==> config.mk <==
export PLATFORM = sky130hd
export DESIGN_NAME = pack_float_vector_snorm_11_11_10_unit_flat
export DESIGN_NICKNAME = d
export VERILOG_FILES = /design/src/rtl/core/pfv_pkg.sv /design/src/rtl/core/pfv_if.sv /design/src/rtl/core/pack_float_vector_snorm_11_11_10_unit.sv /design/src/rtl/core/pfv_lane.sv /design/src/flat_wrapper.sv
export SDC_FILE = /design/constraint.sdc
export NUM_CORES = 2
export LEC_CHECK = 0
export BUFFER_PORTS_ARGS = -buffer_cell sky130_fd_sc_hd__buf_4
export CAP_MARGIN = 20
export CORE_UTILIZATION = 50
export DETAILED_ROUTE_END_ITERATION = 10
export PLACE_DENSITY = 0.72
export SLEW_MARGIN = 20
export SYNTH_ARGS = -nofsm -noshare
export SYNTH_HDL_FRONTEND = slang
export SYNTH_SLANG_ARGS = --single-unit
==> constraint.sdc <==
create_clock -name clock -period 18.2 [get_ports clock]
set_input_delay 1.82 -clock clock [delete_from_list [all_inputs] [get_ports clock]]
set_output_delay 1.82 -clock clock [all_outputs]
set_load 0.005 [all_outputs]
==> src/rtl/core/pfv_pkg.sv <==
// Shared constants for the snorm 11:11:10 vector packing pipeline.
// No dependencies; the interfaces, unit and lane refer to it by scoped names, the testbench imports it.
package pfv_pkg;

   localparam int unsigned FLOAT_W    = 32;
   localparam int unsigned MANT_W     = 23;
   localparam int unsigned EXP_W      = 8;
   localparam int unsigned SIG_W      = MANT_W + 1;
   localparam int unsigned EXP_BIAS   = 127;
   localparam int unsigned EXP_OFFSET = 151;
   localparam int unsigned SHIFT_W    = 8;
   localparam int unsigned XY_FIELD_W = 11;
   localparam int unsigned Z_FIELD_W  = 10;
   localparam int unsigned WORD_W     = 2 * XY_FIELD_W + Z_FIELD_W;

endpackage

==> src/rtl/core/pfv_if.sv <==
// Valid/ready channel interfaces for the request and response sides.
// Depends on pfv_pkg for the payload widths.
interface pfv_req_if;
   logic                          valid;
   logic                          ready;
   logic [pfv_pkg::FLOAT_W-1:0]   x_float;
   logic [pfv_pkg::FLOAT_W-1:0]   y_float;
   logic [pfv_pkg::FLOAT_W-1:0]   z_float;

   modport source (output valid, output x_float, output y_float, output z_float,
                   input ready);
   modport sink   (input valid, input x_float, input y_float, input z_float,
                   output ready);
endinterface

interface pfv_rsp_if;
   logic                          valid;
   logic                          ready;
   logic [pfv_pkg::WORD_W-1:0]    packed_word;

   modport source (output valid, output packed_word, input ready);
   modport sink   (input valid, input packed_word, output ready);
endinterface

==> src/rtl/core/pack_float_vector_snorm_11_11_10_unit.sv <==
// Packs three single-precision components into one signed-normalized 11:11:10 word.
// One transaction enters per cycle while the response side does not stall; the
// result passes through the three lane stages (decode and multiply, round,
// floor and pack). A stall on the response side holds every stage in place.
// Depends on pfv_pkg, pfv_if and pfv_lane.
module pack_float_vector_snorm_11_11_10_unit (
   input  logic           clock,
   input  logic           reset,
   pfv_req_if.sink        req_if,
   pfv_rsp_if.source      rsp_if
);

   logic en;
   logic v1_ff, v2_ff, v3_ff;
   logic v1_in, v2_in, v3_in;
   logic [pfv_pkg::XY_FIELD_W-1:0] fx, fy;
   logic [pfv_pkg::Z_FIELD_W-1:0]  fz;

   // advance the whole pipe unless the result register is held
   assign en           = !v3_ff || rsp_if.ready;
   assign req_if.ready = en;

   assign v1_in = en ? req_if.valid : v1_ff;
   assign v2_in = en ? v1_ff : v2_ff;
   assign v3_in = en ? v2_ff : v3_ff;

   always_ff @(posedge clock) begin
      if (reset) begin
         v1_ff <= 1'b0;
         v2_ff <= 1'b0;
         v3_ff <= 1'b0;
      end else begin
         v1_ff <= v1_in;
         v2_ff <= v2_in;
         v3_ff <= v3_in;
      end
   end

   pfv_lane #(.FIELD_W(pfv_pkg::XY_FIELD_W)) u_lane_x (
      .clock(clock), .en(en), .comp_bits(req_if.x_float), .field_out(fx));
   pfv_lane #(.FIELD_W(pfv_pkg::XY_FIELD_W)) u_lane_y (
      .clock(clock), .en(en), .comp_bits(req_if.y_float), .field_out(fy));
   pfv_lane #(.FIELD_W(pfv_pkg::Z_FIELD_W)) u_lane_z (
      .clock(clock), .en(en), .comp_bits(req_if.z_float), .field_out(fz));

   assign rsp_if.valid       = v3_ff;
   assign rsp_if.packed_word = {fz, fy, fx};

`ifndef ASSERT_OFF
   // an accepted transaction shows up in the first stage
   a_enter: assert property (@(posedge clock) disable iff (reset)
      (req_if.valid && req_if.ready) |=> v1_ff)
      else $error("accepted transaction missing from stage 1");
   // a held stage keeps its valid bits
   a_hold: assert property (@(posedge clock) disable iff (reset)
      (!en && v2_ff) |=> v2_ff && v3_ff)
      else $error("stalled pipeline dropped a transaction");
   // stage 2 moves into the result register on advance
   a_move: assert property (@(posedge clock) disable iff (reset)
      (en && v2_ff) |=> rsp_if.valid)
      else $error("stage 2 transaction lost on advance");
`endif

endmodule

==> src/rtl/core/pfv_lane.sv <==
// One component lane: decode and scale, round to single, floor and truncate.
// Three register stages advanced by a common enable. Depends on pfv_pkg.
module pfv_lane #(
   parameter int unsigned FIELD_W = pfv_pkg::XY_FIELD_W
) (
   input  logic                        clock,
   input  logic                        en,
   input  logic [pfv_pkg::FLOAT_W-1:0] comp_bits,
   output logic [FIELD_W-1:0]          field_out
);

   localparam int unsigned SIG_W = pfv_pkg::SIG_W;
   localparam int unsigned NW    = SIG_W + FIELD_W;
   localparam int unsigned MUL2  = (1 << FIELD_W) - 1;
   localparam int unsigned SH_W  = pfv_pkg::SHIFT_W;
   localparam int unsigned EW    = pfv_pkg::EXP_W;

   // stage 1: decode, clamp, multiply
   logic [EW-1:0]                 expo;
   logic [pfv_pkg::MANT_W-1:0]    frac;
   logic                          clamp;
   logic [EW-1:0]                 expo_c;
   logic [pfv_pkg::MANT_W-1:0]    frac_c;
   logic [NW-1:0]                 n1_in, n1_ff;
   logic [EW-1:0]                 e1_in, e1_ff;
   logic                          neg1_ff, kill1_in, kill1_ff, sub1_in, sub1_ff;

   always_comb begin
      expo     = comp_bits[pfv_pkg::FLOAT_W-2:pfv_pkg::MANT_W];
      frac     = comp_bits[pfv_pkg::MANT_W-1:0];
      clamp    = (expo >= EW'(pfv_pkg::EXP_BIAS));
      expo_c   = clamp ? EW'(pfv_pkg::EXP_BIAS) : expo;
      frac_c   = clamp ? '0 : frac;
      kill1_in = ((&expo) && (frac != '0)) || (expo_c == '0 && frac_c == '0);
      sub1_in  = (expo_c == '0) && (frac_c != '0);
      e1_in    = expo_c;
      n1_in    = NW'({1'b1, frac_c}) * NW'(MUL2);
   end

   always_ff @(posedge clock) begin
      if (en) begin
         n1_ff    <= n1_in;
         e1_ff    <= e1_in;
         neg1_ff  <= comp_bits[pfv_pkg::FLOAT_W-1];
         kill1_ff <= kill1_in;
         sub1_ff  <= sub1_in;
      end
   end

   // stage 2: round to 24 significant bits, nearest even
   logic          top;
   logic [NW-1:0] m;
   logic [SIG_W-1:0] q0;
   logic [FIELD_W-1:0] rem;
   logic [FIELD_W-1:0] half;
   logic          up;
   logic [SIG_W:0] qr;
   logic [SIG_W-1:0] q2_in, q2_ff;
   logic [SH_W:0] s;
   logic [SH_W-1:0] sh2_in, sh2_ff;
   logic          neg2_ff, kill2_ff, sub2_ff;

   always_comb begin
      top    = n1_ff[NW-1];
      m      = top ? n1_ff : (n1_ff << 1);
      q0     = m[NW-1:FIELD_W];
      rem    = m[FIELD_W-1:0];
      half   = FIELD_W'(1) << (FIELD_W - 1);
      up     = (rem > half) || ((rem == half) && q0[0]);
      qr     = {1'b0, q0} + (SIG_W+1)'(up);
      q2_in  = qr[SIG_W] ? (SIG_W'(1) << (SIG_W - 1)) : qr[SIG_W-1:0];
      s      = (top ? (SH_W+1)'(FIELD_W) : (SH_W+1)'(FIELD_W - 1)) + (SH_W+1)'(qr[SIG_W]);
      sh2_in = SH_W'((SH_W+1)'(pfv_pkg::EXP_OFFSET) - (SH_W+1)'(e1_ff) - s);
   end

   always_ff @(posedge clock) begin
      if (en) begin
         q2_ff    <= q2_in;
         sh2_ff   <= sh2_in;
         neg2_ff  <= neg1_ff;
         kill2_ff <= kill1_ff;
         sub2_ff  <= sub1_ff;
      end
   end

   // stage 3: floor to integer, apply sign, keep low bits
   logic [SIG_W-1:0]   mask;
   logic [FIELD_W-1:0] ip;
   logic               fr;
   logic [FIELD_W-1:0] field_in, field_ff;

   always_comb begin
      mask = (SIG_W'(1) << sh2_ff) - SIG_W'(1);
      ip   = FIELD_W'(q2_ff >> sh2_ff);
      fr   = (q2_ff & mask) != '0;
      if (kill2_ff) begin
         field_in = '0;
      end else if (sub2_ff) begin
         field_in = neg2_ff ? '1 : '0;
      end else if (neg2_ff) begin
         field_in = FIELD_W'(0) - ip - FIELD_W'(fr);
      end else begin
         field_in = ip;
      end
   end

   always_ff @(posedge clock) begin
      if (en) begin
         field_ff <= field_in;
      end
   end

   assign field_out = field_ff;

endmodule

==> src/flat_wrapper.sv <==
// flat-port wrapper written by rule: the top's interface ports become plain ports
module pack_float_vector_snorm_11_11_10_unit_flat 
  (clock, reset, req_if_valid, req_if_x_float, req_if_y_float, req_if_z_float, req_if_ready, rsp_if_valid, rsp_if_packed_word, rsp_if_ready);
  pfv_req_if req_if_i ();
  pfv_rsp_if rsp_if_i ();
  input  logic clock;
  input  logic reset;
  input wire logic [$bits(req_if_i.valid)-1:0] req_if_valid;
  input wire logic [$bits(req_if_i.x_float)-1:0] req_if_x_float;
  input wire logic [$bits(req_if_i.y_float)-1:0] req_if_y_float;
  input wire logic [$bits(req_if_i.z_float)-1:0] req_if_z_float;
  output wire logic [$bits(req_if_i.ready)-1:0] req_if_ready;
  output wire logic [$bits(rsp_if_i.valid)-1:0] rsp_if_valid;
  output wire logic [$bits(rsp_if_i.packed_word)-1:0] rsp_if_packed_word;
  input wire logic [$bits(rsp_if_i.ready)-1:0] rsp_if_ready;
  assign req_if_i.valid = req_if_valid;
  assign req_if_i.x_float = req_if_x_float;
  assign req_if_i.y_float = req_if_y_float;
  assign req_if_i.z_float = req_if_z_float;
  assign req_if_ready = req_if_i.ready;
  assign rsp_if_valid = rsp_if_i.valid;
  assign rsp_if_packed_word = rsp_if_i.packed_word;
  assign rsp_if_i.ready = rsp_if_ready;
  pack_float_vector_snorm_11_11_10_unit u_core (.clock(clock), .reset(reset), .req_if(req_if_i), .rsp_if(rsp_if_i));
endmodule
==> flow_summary.json <==
{
  "cts_setup_buffers": 0,
  "path_class": "in -> reg",
  "cp_top_family": "adder cells",
  "hold_violations": 0,
  "routabilityCongestion": 0.940,
  "drtPass1Iterations": 5,
  "power_frac_seq_pct": 20.0,
  "cap_violations": 0,
  "yosys.area.top_type_share_pct": 22.3,
  "peakVddDrop_uv": 112,
  "ys.warnings.count": 0,
  "path_buf_inv": 7,
  "path_common_cell": "inv_1",
  "nets": 4677,
  "cts_tree": "yes",
  "io_pins": 134,
  "layout-drive-gt1-share_pct": 8.91,
  "drt_iter0_drc": 2001,
  "wl_per_cell_um": 16.0,
  "timing.final.crit_period_ps": 7700,
  "hp-class": "reg -> reg",
  "end_kind": "flop",
  "cts_resized": 0,
  "combPwrFrac_pct": 71.4,
  "synth_cells": 3840,
  "synth_seq_cells": 277,
  "die_area_sq_um": 74800,
  "finalSetupTns_ps": 0,
  "finalSetupViolations": 0,
  "via_count": 26800,
  "grt_use_met2_pct": 34.5,
  "cp_data_arrival_time_ps": 8130,
  "grt_first_pass_wirelength_um": 130000,
  "power_leakage_nw": 18.1,
  "dp_slack_ps": 9940,
  "vias_per_cell": 5.51,
  "status": "finished, final reports clean",
  "whs_ps": 417,
  "power_switching_w": 0.00353,
  "dieWidth_um": 273,
  "power.internal_w": 0.00413,
  "cts_made_buffers": 34,
  "cts_root_buffer": "clkbuf_16",
  "pwr-share-clk_pct": 8.7,
  "grt-busiest-layer": "met2",
  "worstPathRequired_ps": 18620,
  "grt_usage_pct": 21.1,
  "synth_cell_types": 96,
  "die_h_um": 273,
  "rsz0062_at_grt": "no",
  "ant_nets": 0,
  "yosysTopAreaCell": "edfxtp_1",
  "num_rows": 99,
  "grt_max_degree": 168,
  "synth_area_leaders": "edfxtp_1 22%, fa_1 21%, ha_1 10%",
  "grt.met3_usage_pct": 2.82,
  "htreeDepth": 2,
  "synth_area_sq_um": 36800,
  "synth_ff_type": "edfxtp_1",
  "tightest_slew_ps": 1000,
  "yosysSeqAreaShare_pct": 22.5,
  "clock_latency_ps": 550,
  "start_util_pct": 50.5,
  "skew_ps": 27.3,
  "fin_util_pct": 54.4,
  "io_buffers": 133,
  "antenna_found_initial": 0,
  "start_kind": "input port",
  "diodes": 0,
  "dp_hpwl_um": 63300,
  "clk_pin_slew_ps": 60,
  "relSlewSlack_pct": 33.2,
  "core_area_sq_um": 73000,
  "clockBufferDepth": 3,
  "overflow": 0,
  "routed_wl_um": 77800,
  "power_density_nw_per_um2": 193,
  "synth_area_per_cell_sq_um": 9.59,
  "worstPathMaxFanout": 34,
  "async_flop_share_pct": 0,
  "power_switching_share_pct": 46.1,
  "max_freq_mhz": 130,
  "grt_pass1_vias": 26000,
  "hold_buffers": 0,
  "slew_violations": 0,
  "cpPeakStageDelay_ps": 510,
  "synth_edf_count": 274,
  "fin_crit_sh_pct": 42.3,
  "drc": 0,
  "clock-sinks": 277,
  "critPathSlowestCell": "fa_1",
  "area_growth_pct": 7.76,
  "worst_slack_ps": 10500,
  "grt_use_met1_pct": 29.7
}
cells by family after synthesis:
| logic type | count (synthesis) | share of synthesized area, % |
|---|---|---|
| DFF | 277 | 22.5 |
| AOI/OAI and AO/OA | 688 | 12.2 |
| other | 1 | 0.0102 |
| adders and majority gates | 702 | 31.7 |
| xor gates and xnor gates | 271 | 6.44 |
| muxes | 140 | 5.75 |
| and+or+nand+nor | 1010 | 13.6 |
| buffers and inverters | 751 | 7.81 |
path summary, 6_finish.rpt:
path / from / endpoint / slack (ps) / depth (start not counted)
worst max-delay path: req_if_z_float[23] / u_core.u_lane_z.n1_ff[31] / 10500 / 27
worst max register to register: u_core.u_lane_y.sh2_ff[4] / u_core.u_lane_y.field_out[9] / 12600 / 21
worst min register to register: u_core.u_lane_x.neg1_ff / u_core.u_lane_x.neg2_ff / 420 / 0
worst min-delay path: u_core.u_lane_x.neg1_ff / u_core.u_lane_x.neg2_ff / 420 / 0
synthesized netlist by cell type (60+ instances only):
cell	number
nor2_1	211
inv_1	595
xor2_1	102
clkbuf_1	109
nand3_1	95
xnor2_1	169
o21ai_0	120
fa_1	388
nand2_1	285
and2_1	60
a21oi_1	191
edfxtp_1	274
ha_1	306
nor3_1	68
a21o_1	85
metal layers:
layer	share of wire (%)	vias to the layer above
li1	-	13200
met1	47	12900
met2	46	616
met3	4.7	115
met4	2.0	0
met5	0	-
worst reg2reg max path, cell delays in order (launching register included):
cell and delay (ps):
edfxtp_1 650, nor2_1 690, nand3_1 240, ha_1 410, o21ai_1 300, a21oi_1 170
mux2_2 300, a22o_1 180, a22o_1 240, nor4_1 480, ha_1 260, ha_1 160
inv_1 50, ha_1 190, o21bai_1 130, a21oi_1 110, o21bai_1 140, a21oi_1 110
o21ai_0 210, xor2_1 80, o21ai_0 150, a21oi_1 100
flip-flops by register name (all words and copies together), names as in the netlist, 11 cells and up:
signal                     count
u_core.u_lane_x.n1_ff         35
u_core.u_lane_z.n1_ff         34
u_core.u_lane_x.q2_ff         24
u_core.u_lane_y.field_out     11
u_core.u_lane_y.n1_ff         35
u_core.u_lane_y.q2_ff         24
u_core.u_lane_x.field_out     11
u_core.u_lane_z.q2_ff         24
area by class of cell:
cell class,instances,area [sq um]
Clock buffer,41,877
Clock inverter,19,203
Fill cell,6439,33300
Inverter,599,2260
Multi-Input combinational cell,2814,25700
Sequential cell,277,8290
Tap cell,959,1200
Timing Repair Buffer,157,1190
power groups by stage:
stage                     Combinational (W)  Clock, W  Sequential, W
after global placement              0.00533         0        0.00153
final                               0.00546  0.000664        0.00153
after global routing                0.00619  0.000706        0.00157
after floorplan                     0.00443         0        0.00143
after detailed placement            0.00542         0        0.00154
after CTS                           0.00546  0.000685        0.00152
stage by stage:
step,power (W),area (sq um),instances
5_1_grt,0.00846,39700,4866
3_5_place_dp,0.00696,38600,4806
2_1_floorplan,0.00586,36800,3842
6_report,0.00765,39700,4866
3_3_place_gp,0.00686,38600,4806
4_1_cts,0.00767,39700,4866
cell usage in the layout (no fill, tap or decap), types with 60 or more instances in the layout:
cell type  instances
a21oi_1          191
xnor2_1          169
a21o_1            85
nor2_1           210
nand3_1           95
edfxtp_1         274
nor3_1            68
ha_1             306
and2_1            60
xor2_1           102
o21ai_0          120
buf_4            156
inv_1            594
nand2_1          285
fa_1             388
No activity file was read; power rests on OpenSTA's default activity.
